[src/rtl/vtypr_pkg.sv]
// ============================================================================
// vtypr_pkg
// Shared types, constants and tables for the vector to yaw/pitch/range core.
// ============================================================================
package vtypr_pkg;

    localparam int COORD_WIDTH = 16;
    localparam int ANGLE_WIDTH = 16;
    localparam int THRESH_WIDTH = 16;

    // Sums of three squares stay below 2^(2*COORD_WIDTH).
    localparam int SQ_WIDTH = 2 * COORD_WIDTH;
    localparam int CMP_WIDTH = (COORD_WIDTH > THRESH_WIDTH) ? COORD_WIDTH : THRESH_WIDTH;

    localparam int CORDIC_STEPS = 32;
    localparam int CORDIC_WIDTH = 64;
    localparam int NORM_TOP = 60;
    localparam int NORM_LEVELS = 6;
    localparam int NORM_IDX_WIDTH = $clog2(NORM_LEVELS);
    localparam int SHIFT_WIDTH = $clog2(CORDIC_WIDTH);
    // The counter covers both the square root steps and the rotation steps.
    localparam int CNT_WIDTH = $clog2(CORDIC_STEPS);

    localparam int ANGLE_DROP = 32 - ANGLE_WIDTH;
    localparam logic [31:0] HALF_TURN = 32'h8000_0000;
    localparam logic [ANGLE_WIDTH-1:0] QUARTER_TURN = ANGLE_WIDTH'(1) << (ANGLE_WIDTH - 2);

    typedef struct packed {
        logic signed [COORD_WIDTH-1:0] x_coord;
        logic signed [COORD_WIDTH-1:0] y_coord;
        logic signed [COORD_WIDTH-1:0] z_coord;
    } in_t;

    typedef struct packed {
        logic signed [ANGLE_WIDTH-1:0] yaw_angle;
        logic signed [ANGLE_WIDTH-1:0] pitch_angle;
        logic [COORD_WIDTH-1:0]        vector_length;
    } out_t;

    typedef enum logic [3:0] {
        ST_IDLE,
        ST_SQ_X,
        ST_SQ_Z,
        ST_SQ_Y,
        ST_SQRT_LOAD,
        ST_SQRT,
        ST_CHECK,
        ST_NORM,
        ST_ROT,
        ST_FINISH
    } state_t;

    typedef enum logic [1:0] {
        SEL_X,
        SEL_Z,
        SEL_Y
    } sq_sel_t;

    typedef struct packed {
        logic                 load_in;
        logic                 mul_en;
        sq_sel_t              mul_sel;
        logic                 sqrt_load;
        logic                 sqrt_step;
        logic                 cordic_load;
        logic                 norm_step;
        logic                 rot_step;
        logic [CNT_WIDTH-1:0] step_idx;
        logic                 finish;
    } cmd_t;

    typedef struct packed {
        logic range_zero;
        logic horiz_zero;
    } status_t;

    // Shift applied by each normalization level: 32, 16, 8, 4, 2, 1.
    function automatic logic [SHIFT_WIDTH-1:0] norm_shift(input logic [NORM_IDX_WIDTH-1:0] lvl);
        logic [SHIFT_WIDTH-1:0] sh;
        case (lvl)
            3'd0:    sh = 6'd32;
            3'd1:    sh = 6'd16;
            3'd2:    sh = 6'd8;
            3'd3:    sh = 6'd4;
            3'd4:    sh = 6'd2;
            3'd5:    sh = 6'd1;
            default: sh = 6'd0;
        endcase
        return sh;
    endfunction

    // Arctangent of 2^-i as a 32-bit binary angle.
    function automatic logic [31:0] atan_step(input logic [CNT_WIDTH-1:0] idx);
        logic [31:0] v;
        case (idx)
            5'd0:    v = 32'h20000000;
            5'd1:    v = 32'h12E4051E;
            5'd2:    v = 32'h09FB385B;
            5'd3:    v = 32'h051111D4;
            5'd4:    v = 32'h028B0D43;
            5'd5:    v = 32'h0145D7E1;
            5'd6:    v = 32'h00A2F61E;
            5'd7:    v = 32'h00517C55;
            5'd8:    v = 32'h0028BE53;
            5'd9:    v = 32'h00145F2F;
            5'd10:   v = 32'h000A2F98;
            5'd11:   v = 32'h000517CC;
            5'd12:   v = 32'h00028BE6;
            5'd13:   v = 32'h000145F3;
            5'd14:   v = 32'h0000A2FA;
            5'd15:   v = 32'h0000517D;
            5'd16:   v = 32'h000028BE;
            5'd17:   v = 32'h0000145F;
            5'd18:   v = 32'h00000A30;
            5'd19:   v = 32'h00000518;
            5'd20:   v = 32'h0000028C;
            5'd21:   v = 32'h00000146;
            5'd22:   v = 32'h000000A3;
            5'd23:   v = 32'h00000051;
            5'd24:   v = 32'h00000029;
            5'd25:   v = 32'h00000014;
            5'd26:   v = 32'h0000000A;
            5'd27:   v = 32'h00000005;
            5'd28:   v = 32'h00000003;
            5'd29:   v = 32'h00000001;
            5'd30:   v = 32'h00000001;
            default: v = 32'h00000000;
        endcase
        return v;
    endfunction

endpackage

[src/rtl/vtypr_ctrl.sv]
// ============================================================================
// vtypr_ctrl
// Sequencer for one transaction: squaring, square roots, threshold check,
// CORDIC normalization and rotation, result strobe.
// ============================================================================
module vtypr_ctrl (
    input  logic               clk,
    input  logic               rst_n,
    input  logic               start,
    input  vtypr_pkg::status_t status,
    output vtypr_pkg::cmd_t    cmd,
    output logic               busy,
    output logic               done
);

    localparam int NW = vtypr_pkg::CNT_WIDTH;

    vtypr_pkg::state_t state_reg, state_next;
    logic [NW-1:0]     cnt_reg, cnt_next;
    logic              done_reg, done_next;

    always_ff @(posedge clk or negedge rst_n)
    begin
        if (!rst_n)
        begin
            state_reg <= vtypr_pkg::ST_IDLE;
            cnt_reg <= '0;
            done_reg <= 1'b0;
        end
        else
        begin
            state_reg <= state_next;
            cnt_reg <= cnt_next;
            done_reg <= done_next;
        end
    end

    always_comb
    begin
        state_next = state_reg;
        cnt_next = cnt_reg;
        cmd = '0;
        cmd.step_idx = cnt_reg;
        case (state_reg)
            vtypr_pkg::ST_IDLE:
            begin
                if (start)
                begin
                    cmd.load_in = 1'b1;
                    state_next = vtypr_pkg::ST_SQ_X;
                end
            end
            vtypr_pkg::ST_SQ_X:
            begin
                cmd.mul_en = 1'b1;
                cmd.mul_sel = vtypr_pkg::SEL_X;
                state_next = vtypr_pkg::ST_SQ_Z;
            end
            vtypr_pkg::ST_SQ_Z:
            begin
                cmd.mul_en = 1'b1;
                cmd.mul_sel = vtypr_pkg::SEL_Z;
                state_next = vtypr_pkg::ST_SQ_Y;
            end
            vtypr_pkg::ST_SQ_Y:
            begin
                cmd.mul_en = 1'b1;
                cmd.mul_sel = vtypr_pkg::SEL_Y;
                state_next = vtypr_pkg::ST_SQRT_LOAD;
            end
            vtypr_pkg::ST_SQRT_LOAD:
            begin
                cmd.sqrt_load = 1'b1;
                cnt_next = '0;
                state_next = vtypr_pkg::ST_SQRT;
            end
            vtypr_pkg::ST_SQRT:
            begin
                cmd.sqrt_step = 1'b1;
                if (cnt_reg == NW'(vtypr_pkg::COORD_WIDTH - 1))
                begin
                    cnt_next = '0;
                    state_next = vtypr_pkg::ST_CHECK;
                end
                else
                begin
                    cnt_next = cnt_reg + 1'b1;
                end
            end
            vtypr_pkg::ST_CHECK:
            begin
                // Degenerate vectors skip the angle search altogether.
                cmd.cordic_load = 1'b1;
                cnt_next = '0;
                if (status.range_zero || status.horiz_zero)
                begin
                    state_next = vtypr_pkg::ST_FINISH;
                end
                else
                begin
                    state_next = vtypr_pkg::ST_NORM;
                end
            end
            vtypr_pkg::ST_NORM:
            begin
                cmd.norm_step = 1'b1;
                if (cnt_reg == NW'(vtypr_pkg::NORM_LEVELS - 1))
                begin
                    cnt_next = '0;
                    state_next = vtypr_pkg::ST_ROT;
                end
                else
                begin
                    cnt_next = cnt_reg + 1'b1;
                end
            end
            vtypr_pkg::ST_ROT:
            begin
                cmd.rot_step = 1'b1;
                if (cnt_reg == NW'(vtypr_pkg::CORDIC_STEPS - 1))
                begin
                    cnt_next = '0;
                    state_next = vtypr_pkg::ST_FINISH;
                end
                else
                begin
                    cnt_next = cnt_reg + 1'b1;
                end
            end
            vtypr_pkg::ST_FINISH:
            begin
                cmd.finish = 1'b1;
                state_next = vtypr_pkg::ST_IDLE;
            end
            default:
            begin
                state_next = vtypr_pkg::ST_IDLE;
            end
        endcase
        done_next = cmd.finish;
    end

    assign busy = (state_reg != vtypr_pkg::ST_IDLE);
    assign done = done_reg;

endmodule

[config.mk]
export PLATFORM = sky130hd
export DESIGN_NAME = vtypr_ctrl
export DESIGN_NICKNAME = d
export VERILOG_FILES = /design/src/rtl/vtypr_pkg.sv /design/src/rtl/vtypr_ctrl.sv
export SDC_FILE = /design/constraint.sdc
export NUM_CORES = 1
export LEC_CHECK = 0
export ABC_CLOCK_PERIOD_IN_PS = 1900
export BUFFER_PORTS_ARGS = -buffer_cell sky130_fd_sc_hd__buf_4
export CAP_MARGIN = 20
export CORE_AREA = 2 2 47 49
export DETAILED_ROUTE_END_ITERATION = 16
export DIE_AREA = 0 0 49 51
export GPL_TIMING_DRIVEN = 0
export SLEW_MARGIN = 20
export SYNTH_ARGS = -nofsm -noshare
export SYNTH_HDL_FRONTEND = slang
export SYNTH_SLANG_ARGS = --single-unit
[constraint.sdc]
create_clock -name clk -period 1.9 [get_ports clk]
set_input_delay 0.095 -clock clk [delete_from_list [all_inputs] [get_ports clk]]
set_output_delay 0.095 -clock clk [all_outputs]
set_load 0.02 [all_outputs]
==> flow_metrics.py, run 1 <==
metrics = {
    "floorplan": {
        "dieArea_sq_mm": 0.002499,
        "core_area_sq_mm": 0.002063,
        "die_y_um": 51,
        "placementRows": 17,
        "fp.dieW_um": 49,
        "initial_core_util_pct": 35.96,
        "num_io_pins": 22,
    },
    "routing": {
        "dr_total_vias": 728,
        "via_per_inst": 5.127,
        "wl_um": 1735,
        "post-route-drc-count": 0,
        "first_pass_iters": 4,
        "wire_per_inst_um": 12.22,
        "ant_nets": 0,
        "drtIter0Drc": 21,
    },
    "synthesis": {
        "syn_area_per_cell_sq_um": 8.337,
        "yosys_warnings": 0,
        "syn_nets": 97,
        "ys_ff_latch": 10,
        "synth_edf_count": 0,
        "syn_area_sq_um": 742.0,
        "synth_flop_cell": "dfrtp_1",
        "ys_types": 38,
        "async_reset_ff_share_pct": 100.0,
        "synth_cells": 89,
        "ys_seq_area_share_pct": 33.73,
    },
    "clocking": {
        "cts.htree.levels": 1,
        "post_cts_buffers": 0,
        "clock-sinks": 10,
        "cts_made_buffers": 3,
        "insertion_delay_ns": 0.26,
        "cts_tree": "built",
        "cts-root-buf": "clkbuf_4",
        "clk_path_buf_depth": 2,
        "clk_pin_slew_ns": 0.07,
    },
    "critical_path": {
        "regToRegStartpoint": "cnt_reg[0]",
        "cpPeakStageDelay_ns": 0.45,
        "crit_required_ns": 2.08,
        "cp-startpoint": "cnt_reg[0]",
        "path_class": "reg -> reg",
        "rrSetupSlack_ns": 0.26,
        "crit_end": "state_reg[2]",
        "crit_buf_inv": 0,
        "cp_max_fo": 6,
        "timing.rr.end": "state_reg[2]",
        "crit_chain": "ha_1 -> and4bb_1 -> nor3_2 -> a21oi_2 -> o211a_2 -> mux2i_1",
        "path_depth": 6,
        "reg2reg_depth": 6,
        "crit_arrival_ns": 1.83,
        "critPathLaunchType": "register",
        "cp_top_family": "flip-flops",
        "cp-end-kind": "register",
        "slowest_stage": "dfrtp_1",
    },
    "timing": {
        "skew_ns": 0.004461,
        "max_slew_margin_pct": 76.53,
        "hold_viol_final": 0,
        "tns_ns": 0,
        "worstMarginPinSlew_ns": 0.3521,
        "finalSetupViolCount": 0,
        "max_freq_ghz": 0.6082,
        "whs_ns": 0.1880,
        "fin_crit_sh_pct": 86.54,
        "rsz0062_at_grt": "false",
        "final-max-slew-violation-count": 0,
        "period_needed_ns": 1.644,
    },
    "placement": {
        "io_buffers": 21,
        "place.gp.congestion": 0.8181,
        "hpwl_um": 1330,
    },
    "pwr": {
        "p_int_uw": 797.8,
        "seq_power_share_pct": 24.3,
        "switching_share_pct": 49.53,
        "clkPwrFrac_pct": 9.4,
        "leakage_nw": 0.4715,
        "p_comb_share_pct": 66.2,
        "fin_total_pwr_mw": 1.581,
        "irDropWorstVdd_mv": 0.6202,
        "switchingPower_uw": 782.9,
        "p_per_area_mw_per_mm2": 1634,
    },
    "global_route": {
        "grt_max_degree": 12,
        "overflow": 0,
        "grt_pass1_wl_um": 3091,
        "grt_pass1_vias": 667,
        "antenna_found_initial": 0,
        "grt_usage_pct": 15.84,
    },
    "finish": {
        "largest_reg_flops": 5,
        "synthToLayoutAreaGrowth_pct": 30.35,
        "nNetsFinal": 124,
        "diodes": 0,
        "drive_above_1_share_pct": 34.21,
    },
    "run": {
        "maxCapViolations": 0,
    },
    "status": {
        "status": "completed",
    },
    "min_path": {
        "hp-class": "in -> async",
    },
}
==> logic make-up after synthesis <==
kind of cell	count (synthesis)	share of synthesized area, %
flip-flops	10	33.73
AO/OA/AOI/OAI	23	21.42
adder cells (fa/ha/maj)	3	5.060
AND/OR/NAND/NOR	41	30.02
buffers and inverters	9	5.564
multiplexers	3	4.216
==> how the worst min path moves through the flow <==
stage	from	end	depth (start not counted)
6_report	rst_n	cnt_reg[4]	2
5_1_grt	rst_n	state_reg[3]	2
4_1_cts	rst_n	cnt_reg[4]	2
3_5_place_dp	rst_n	cnt_reg[4]	1
3_3_place_gp	rst_n	cnt_reg[4]	1
2_1_floorplan	rst_n	cnt_reg[0]	0
==> power groups by stage <==
stage               combinational, mW  sequential (mW)  clock [mW]
floorplan                       0.702            0.410           0
global placement                 1.05            0.387           0
detailed placement               1.05            0.388           0
CTS                              1.05            0.384       0.153
global route                     1.17            0.403       0.160
finish                           1.05            0.385       0.149
==> metal layers <==
layer | part of all wire, % | track usage [%] | up-vias
met1 | 50 | 21.61 | 333
met3 | 5.4 | 2.047 | 0
met2 | 45 | 25.80 | 26
li1 | - | - | 369
met5 | 0 | 0 | -
met4 | 0 | 5.714 | 0
==> cell usage in the layout, fill, tap and decap left out, drive strengths merged, types with 2 or more instances in the layout <==
master | netlist | layout
a21o | 2 | 2
a21oi | 4 | 4
buf | 4 | 25
clkbuf | 0 | 3
dfrtp | 10 | 10
ha | 3 | 3
inv | 5 | 5
mux2i | 2 | 2
nand2 | 10 | 10
nand2b | 5 | 5
nand3 | 3 | 3
nand4 | 2 | 2
nor2 | 9 | 9
nor3 | 5 | 5
o21ai | 10 | 10
==> cells in the mapped netlist, types with 2 or more instances <==
master    instances  area share (%)
nor3_1            4             2.7
ha_1              3             5.1
a21o_1            2             2.0
a21oi_1           3             2.0
nand4_1           2             1.7
buf_2             3             2.0
o21ai_0           6             4.0
dfrtp_1          10              34
nand2_1           9             4.6
inv_1             4             2.0
o21ai_2           3             3.5
nor2_1            8             4.0
nand3_1           3             2.0
nand2b_1          4             3.4
mux2i_1           2             2.7
==> repair_timing <==
action | CTS | global route
hold buffers | 1 | 0
gates resized for setup | 0 | 0
hold endpoints to repair | 10 | 0
==> worst reg2reg max path, delay by kind of cell, from the launching register on <==
kind / cells / cell delay, ns
AOI/OAI and AO/OA: 2 / 0.39
DFF: 1 / 0.45
and+or+nand+nor: 2 / 0.33
adders and majority gates: 1 / 0.19
muxes: 1 / 0.20
==> layout make-up <==
type | instances | area, sq um
flip-flops and latches | 10 | 250.2
plain buffers | 4 | 22.52
well taps | 28 | 35.03
clock buffers | 3 | 22.52
multi-input cells | 70 | 450.4
inverters | 5 | 18.77
repair buffers | 22 | 167.7
fillers | 220 | 1096
==> metrics by stage <==
| stage | area, sq um | util, % | setup WS, ns | std cells |
|---|---|---|---|---|
| final | 967.2 | 46.88 | 0.2557 | 142 |
| after global routing | 967.2 | 46.88 | 0.08146 | 142 |
| after CTS | 967.2 | 46.88 | 0.2336 | 142 |
| after detailed placement | 934.6 | 45.30 | 0.2566 | 138 |
| after global placement | 934.6 | 45.30 | 0.2450 | 138 |
| after floorplan | 742.0 | - | 0.3061 | 89 |
No activity file was read; power rests on OpenSTA's default activity.
==> run 2, diff against run 1 <==
- CORE_AREA: 2 2 47 49 -> 2 2 50 52
- DIE_AREA: 0 0 49 51 -> 0 0 52 54
- HOLD_SLACK_MARGIN: default -> 0.06
- MAX_ROUTING_LAYER: default -> met4
==> run 2 against run 1 <==
Effect of this change: die area rose by 12%; cell area rose by 1.7%; via count rose by 2.2%; largest cell class unchanged; highest routed layer is now met4.
==> flow_metrics.py, run 2 (synthesis results as in run 1) <==
metrics = {
    "status": {
        "status": "completed",
    },
    "routing": {
        "via_per_inst": 5.131,
        "wl_um": 1890,
        "ant_nets": 0,
        "post-route-drc-count": 0,
        "dr_total_vias": 744,
        "drtIter0Drc": 23,
        "wire_per_inst_um": 13.03,
        "first_pass_iters": 4,
    },
    "pwr": {
        "switchingPower_uw": 803.2,
        "p_int_uw": 841.7,
        "seq_power_share_pct": 23.6,
        "p_per_area_mw_per_mm2": 1673,
        "p_comb_share_pct": 64.1,
        "leakage_nw": 0.4787,
        "irDropWorstVdd_mv": 0.7402,
        "switching_share_pct": 48.83,
        "clkPwrFrac_pct": 12.3,
    },
    "critical_path": {
        "crit_arrival_ns": 1.87,
        "path_class": "reg -> reg",
        "cp-end-kind": "register",
        "slowest_stage": "dfrtp_1",
        "crit_chain": "ha_1 -> and4bb_1 -> nor3_2 -> a21oi_2 -> o211a_2 -> mux2i_1",
        "cp_max_fo": 6,
        "crit_required_ns": 2.10,
        "critPathLaunchType": "register",
        "cpPeakStageDelay_ns": 0.46,
    },
    "global_route": {
        "grt_pass1_vias": 679,
        "met1_usage_pct": 20.57,
        "grt_pass1_wl_um": 3098,
        "grtUsageMet3_pct": 1.667,
        "antenna_found_initial": 0,
        "grt_most_used_layer": "met2",
        "grt_usage_pct": 15.41,
        "overflow": 0,
        "grt_max_degree": 12,
        "gr-usage-met2_pct": 23.63,
    },
    "clocking": {
        "cts-root-buf": "clkbuf_4",
        "cts_made_buffers": 3,
        "insertion_delay_ns": 0.28,
        "clock-sinks": 10,
        "clk_path_buf_depth": 2,
        "cts.htree.levels": 1,
        "clk_pin_slew_ns": 0.08,
        "post_cts_buffers": 0,
        "cts_tree": "built",
    },
    "finish": {
        "diodes": 0,
        "final_cell_mix": "buf_4 (22), dfrtp_1 (10), nand2_1 (9)",
        "synthToLayoutAreaGrowth_pct": 32.55,
        "fillerInstances": 251,
        "largest_reg_flops": 5,
        "final_area_sq_um": 983.4,
        "final_common_cell": "buf_4",
        "drive_above_1_share_pct": 34.78,
        "fin_util_pct": 42.39,
        "nNetsFinal": 124,
    },
    "timing": {
        "skew_ns": 0.006588,
        "worstMarginPinSlew_ns": 0.3658,
        "period_needed_ns": 1.677,
        "rsz0062_at_grt": "false",
        "final.setup.worst_slack_ns": 0.2229,
        "max_slew_margin_pct": 75.61,
        "final-max-slew-violation-count": 0,
        "max_freq_ghz": 0.5963,
        "hold_viol_final": 0,
        "whs_ns": 0.1776,
        "fin_crit_sh_pct": 88.27,
        "tns_ns": 0,
        "finalSetupViolCount": 0,
    },
    "floorplan": {
        "num_io_pins": 22,
        "fp.dieW_um": 52,
        "dieArea_sq_mm": 0.002808,
        "die_y_um": 54,
        "initial_core_util_pct": 31.98,
        "core_area_sq_mm": 0.002320,
        "placementRows": 18,
    },
    "placement": {
        "io_buffers": 21,
        "place_ws_ns": 0.2239,
        "place.gp.congestion": 0.8214,
        "place_area_sq_um": 937.1,
        "hpwl_um": 1390,
    },
    "run": {
        "maxCapViolations": 0,
    },
    "min_path": {
        "hp-class": "in -> async",
    },
}
[run 2: path summary, 6_finish.rpt]
check / cells past startpoint / to / start / slack (ns)
setup / recovery: 6 / state_reg[2] / cnt_reg[0] / 0.22
hold / removal: 2 / state_reg[3] / rst_n / 0.18
setup reg to reg: 6 / state_reg[2] / cnt_reg[0] / 0.22
hold reg to reg: 2 / cnt_reg[1] / cnt_reg[1] / 0.58
max in group asynchronous: 2 / cnt_reg[2] / rst_n / 1.57
min in group clk: 3 / state_reg[0] / start / 0.26
[run 2: routing by layer]
| layer | up-vias | wire length, um |
|---|---|---|
| met2 | 18 | 862 |
| met4 | 0 | 29 |
| li1 | 366 | - |
| met3 | 5 | 82 |
| met5 | - | 0 |
| met1 | 355 | 915 |
[run 2: per-stage QoR]
| step | std cells | total power, mW |
|---|---|---|
| 2_1_floorplan | 89 | 1.112 |
| 3_3_place_gp | 140 | 1.433 |
| 3_5_place_dp | 140 | 1.449 |
| 4_1_cts | 145 | 1.659 |
| 5_1_grt | 145 | 1.785 |
| 6_report | 145 | 1.645 |
[run 2: what timing repair did]
item                      in CTS  in global routing
hold buffers                   1                  0
hold endpoints to repair      10                  0
gates resized for setup        0                  0
[run 2: final cells by class]
cell class	instances	area [sq um]	area share, %
multi-input combinational	70	450.4	45.80
sequential	10	250.2	25.45
timing repair buffer	22	167.7	17.05
tap	30	37.54	3.817
clock buffer	4	36.28	3.690
buffer	4	22.52	2.290
inverter	5	18.77	1.908
[run 2: critical path, delay by kind of cell, from the launching register on]
family	cells	cell delay, ns
AOI/OAI and AO/OA	2	0.40
DFF	1	0.46
muxes	1	0.20
and+or+nand+nor	2	0.34
adders and majority gates	1	0.20
[run 2: power groups by stage]
stage	logic (mW)	registers (mW)	clock network (mW)
floorplan	0.702	0.410	0
global placement	1.05	0.387	0
detailed placement	1.06	0.391	0
CTS	1.06	0.388	0.206
global route	1.16	0.406	0.216
finish	1.05	0.388	0.203
==> run 3, diff against run 2 <==
- CORE_AREA: 2 2 50 52 -> 2 2 55 57
- DIE_AREA: 0 0 52 54 -> 0 0 57 59
==> run 3 against run 2 <==
Effect of this change: critical endpoint unchanged; total power shrank 0.11%; clock power about the same; first-iteration DRC count grew 13%; register-to-register slack gained 0.04 ns; highest routed layer unchanged; critical path depth unchanged; utilization down 6.1 points; die area is 20% higher.
==> flow_metrics.py, run 3 (synthesis results as in run 1) <==
metrics = {
    "finish": {
        "largest_reg_flops": 5,
        "fillerInstances": 302,
        "diodes": 0,
        "regArea_sq_um": 250.2,
        "nNetsFinal": 124,
        "final_cell_mix": "buf_4 (22), dfrtp_1 (10), nand2_1 (9)",
        "multiInputGateArea_sq_um": 450.4,
        "drive_above_1_share_pct": 34.78,
        "synthToLayoutAreaGrowth_pct": 32.71,
        "final_common_cell": "buf_4",
    },
    "clocking": {
        "post_cts_buffers": 0,
        "insertion_delay_ns": 0.28,
        "cts_made_buffers": 3,
        "cts_tree": "built",
        "clock-sinks": 10,
        "clk_pin_slew_ns": 0.08,
        "clk_path_buf_depth": 2,
        "cts.htree.levels": 1,
        "cts-root-buf": "clkbuf_4",
    },
    "timing": {
        "final-max-slew-violation-count": 0,
        "fin_crit_sh_pct": 86.03,
        "max_slew_margin_pct": 79.08,
        "tns_ns": 0,
        "skew_ns": 0.01226,
        "final.setup.worst_slack_ns": 0.2655,
        "max_freq_ghz": 0.6118,
        "hold_viol_final": 0,
        "finalSetupViolCount": 0,
        "worstMarginPinSlew_ns": 0.3138,
        "period_needed_ns": 1.635,
        "rsz0062_at_grt": "false",
    },
    "routing": {
        "wl_um": 1927,
        "dr_wl_met2_um": 847,
        "dr_total_vias": 748,
        "first_pass_iters": 4,
        "top_layer": "met4",
        "wl_met1_um": 969,
        "drtIter0Drc": 26,
        "wire_per_inst_um": 13.20,
        "post-route-drc-count": 0,
        "wl_met3_um": 83,
        "via_per_inst": 5.123,
        "ant_nets": 0,
    },
    "pwr": {
        "p_comb_share_pct": 64.0,
        "clkPwrFrac_pct": 12.3,
        "switchingPower_uw": 802.3,
        "leakage_nw": 0.4787,
        "irDropWorstVdd_mv": 0.6768,
        "switching_share_pct": 48.83,
        "seq_power_share_pct": 23.7,
        "fin_total_pwr_mw": 1.643,
        "p_int_uw": 840.7,
        "p_per_area_mw_per_mm2": 1669,
    },
    "min_path": {
        "hp-class": "in -> async",
    },
    "run": {
        "maxCapViolations": 0,
    },
    "floorplan": {
        "num_io_pins": 22,
        "initial_core_util_pct": 27.38,
        "die_y_um": 59,
        "dieArea_sq_mm": 0.003363,
        "placementRows": 19,
        "core_area_sq_mm": 0.002710,
        "fp.dieW_um": 57,
    },
    "critical_path": {
        "timing.rr.end": "state_reg[2]",
        "cpPeakStageDelay_ns": 0.46,
        "cp_top_family": "flip-flops",
        "regToRegStartpoint": "cnt_reg[0]",
        "rrSetupSlack_ns": 0.27,
        "path_class": "reg -> reg",
        "cp_max_fo": 6,
        "crit_buf_inv": 0,
        "crit_arrival_ns": 1.83,
        "slowest_stage": "dfrtp_1",
        "critPathLaunchType": "register",
        "crit_chain": "ha_1 -> and4bb_1 -> nor3_2 -> a21oi_2 -> o211a_2 -> mux2i_1",
        "cp-end-kind": "register",
        "crit_required_ns": 2.09,
        "reg2reg_depth": 6,
    },
    "placement": {
        "io_buffers": 21,
        "place.gp.congestion": 0.8471,
        "hpwl_um": 1451,
        "place_ws_ns": 0.2732,
    },
    "global_route": {
        "grt_pass1_vias": 690,
        "antenna_found_initial": 0,
        "grt_max_degree": 12,
        "grt_usage_pct": 12.69,
        "overflow": 0,
        "grt_pass1_wl_um": 3201,
    },
    "status": {
        "status": "completed",
    },
}
-- run 3: cell counts in the layout (fill, tap and decap cells not counted) --
Identical to the previous run, type by type.
-- run 3: timing repair --
item | in CTS | in global routing
hold endpoints to repair | 10 | 0
hold buffers | 1 | 0
resized for setup | 0 | 0
-- run 3: worst register-to-register path, delay by kind of cell (launching register included) --
kind / cells / cell delay [ns]
DFF: 1 / 0.46
AOI/OAI and AO/OA: 2 / 0.42
and+or+nand+nor: 2 / 0.32
adders and majority gates: 1 / 0.18
muxes: 1 / 0.18
-- run 3: power groups by stage --
stage / Sequential [mW] / Combinational, mW / Clock (mW)
floorplan: 0.410 / 0.702 / 0
CTS: 0.390 / 1.06 / 0.206
detailed placement: 0.392 / 1.06 / 0
global placement: 0.387 / 1.05 / 0
finish: 0.390 / 1.05 / 0.202
global route: 0.407 / 1.16 / 0.215
-- run 3: routing by layer --
layer / up-vias / track usage (%)
met5: - / -
met4: 0 / 4.983
met3: 4 / 2.838
met2: 18 / 18.39
met1: 356 / 17.26
li1: 370 / -
-- run 3: final cells by class --
class                      count  area share (%)
buffer                         4           2.287
clock buffer                   4           3.685
inverter                       5           1.906
multi-input combinational     70           45.74
sequential                    10           25.41
tap                           31           3.939
timing repair buffer          22           17.03
-- run 3: metrics by stage --
| stage | instances | utilization (%) | area, sq um | hold slack (ns) |
|---|---|---|---|---|
| 2_1_floorplan | 89 | - | 742.0 | -0.2006 |
| 3_3_place_gp | 141 | 34.63 | 938.4 | -0.06254 |
| 3_5_place_dp | 141 | 34.63 | 938.4 | -0.05996 |
| 4_1_cts | 146 | 36.33 | 984.7 | 0.1859 |
| 5_1_grt | 146 | 36.33 | 984.7 | 0.1960 |
| 6_report | 146 | 36.33 | 984.7 | 0.1840 |
-- run 3: how the worst max path moves through the flow --
| stage | from | end | depth (start not counted) |
|---|---|---|---|
| finish | cnt_reg[0] | state_reg[2] | 6 |
| global route | cnt_reg[0] | state_reg[0] | 6 |
| CTS | cnt_reg[0] | state_reg[2] | 6 |
| detailed placement | cnt_reg[0] | state_reg[0] | 6 |
| global placement | cnt_reg[1] | state_reg[2] | 7 |
| floorplan | cnt_reg[0] | cnt_reg[4] | 5 |
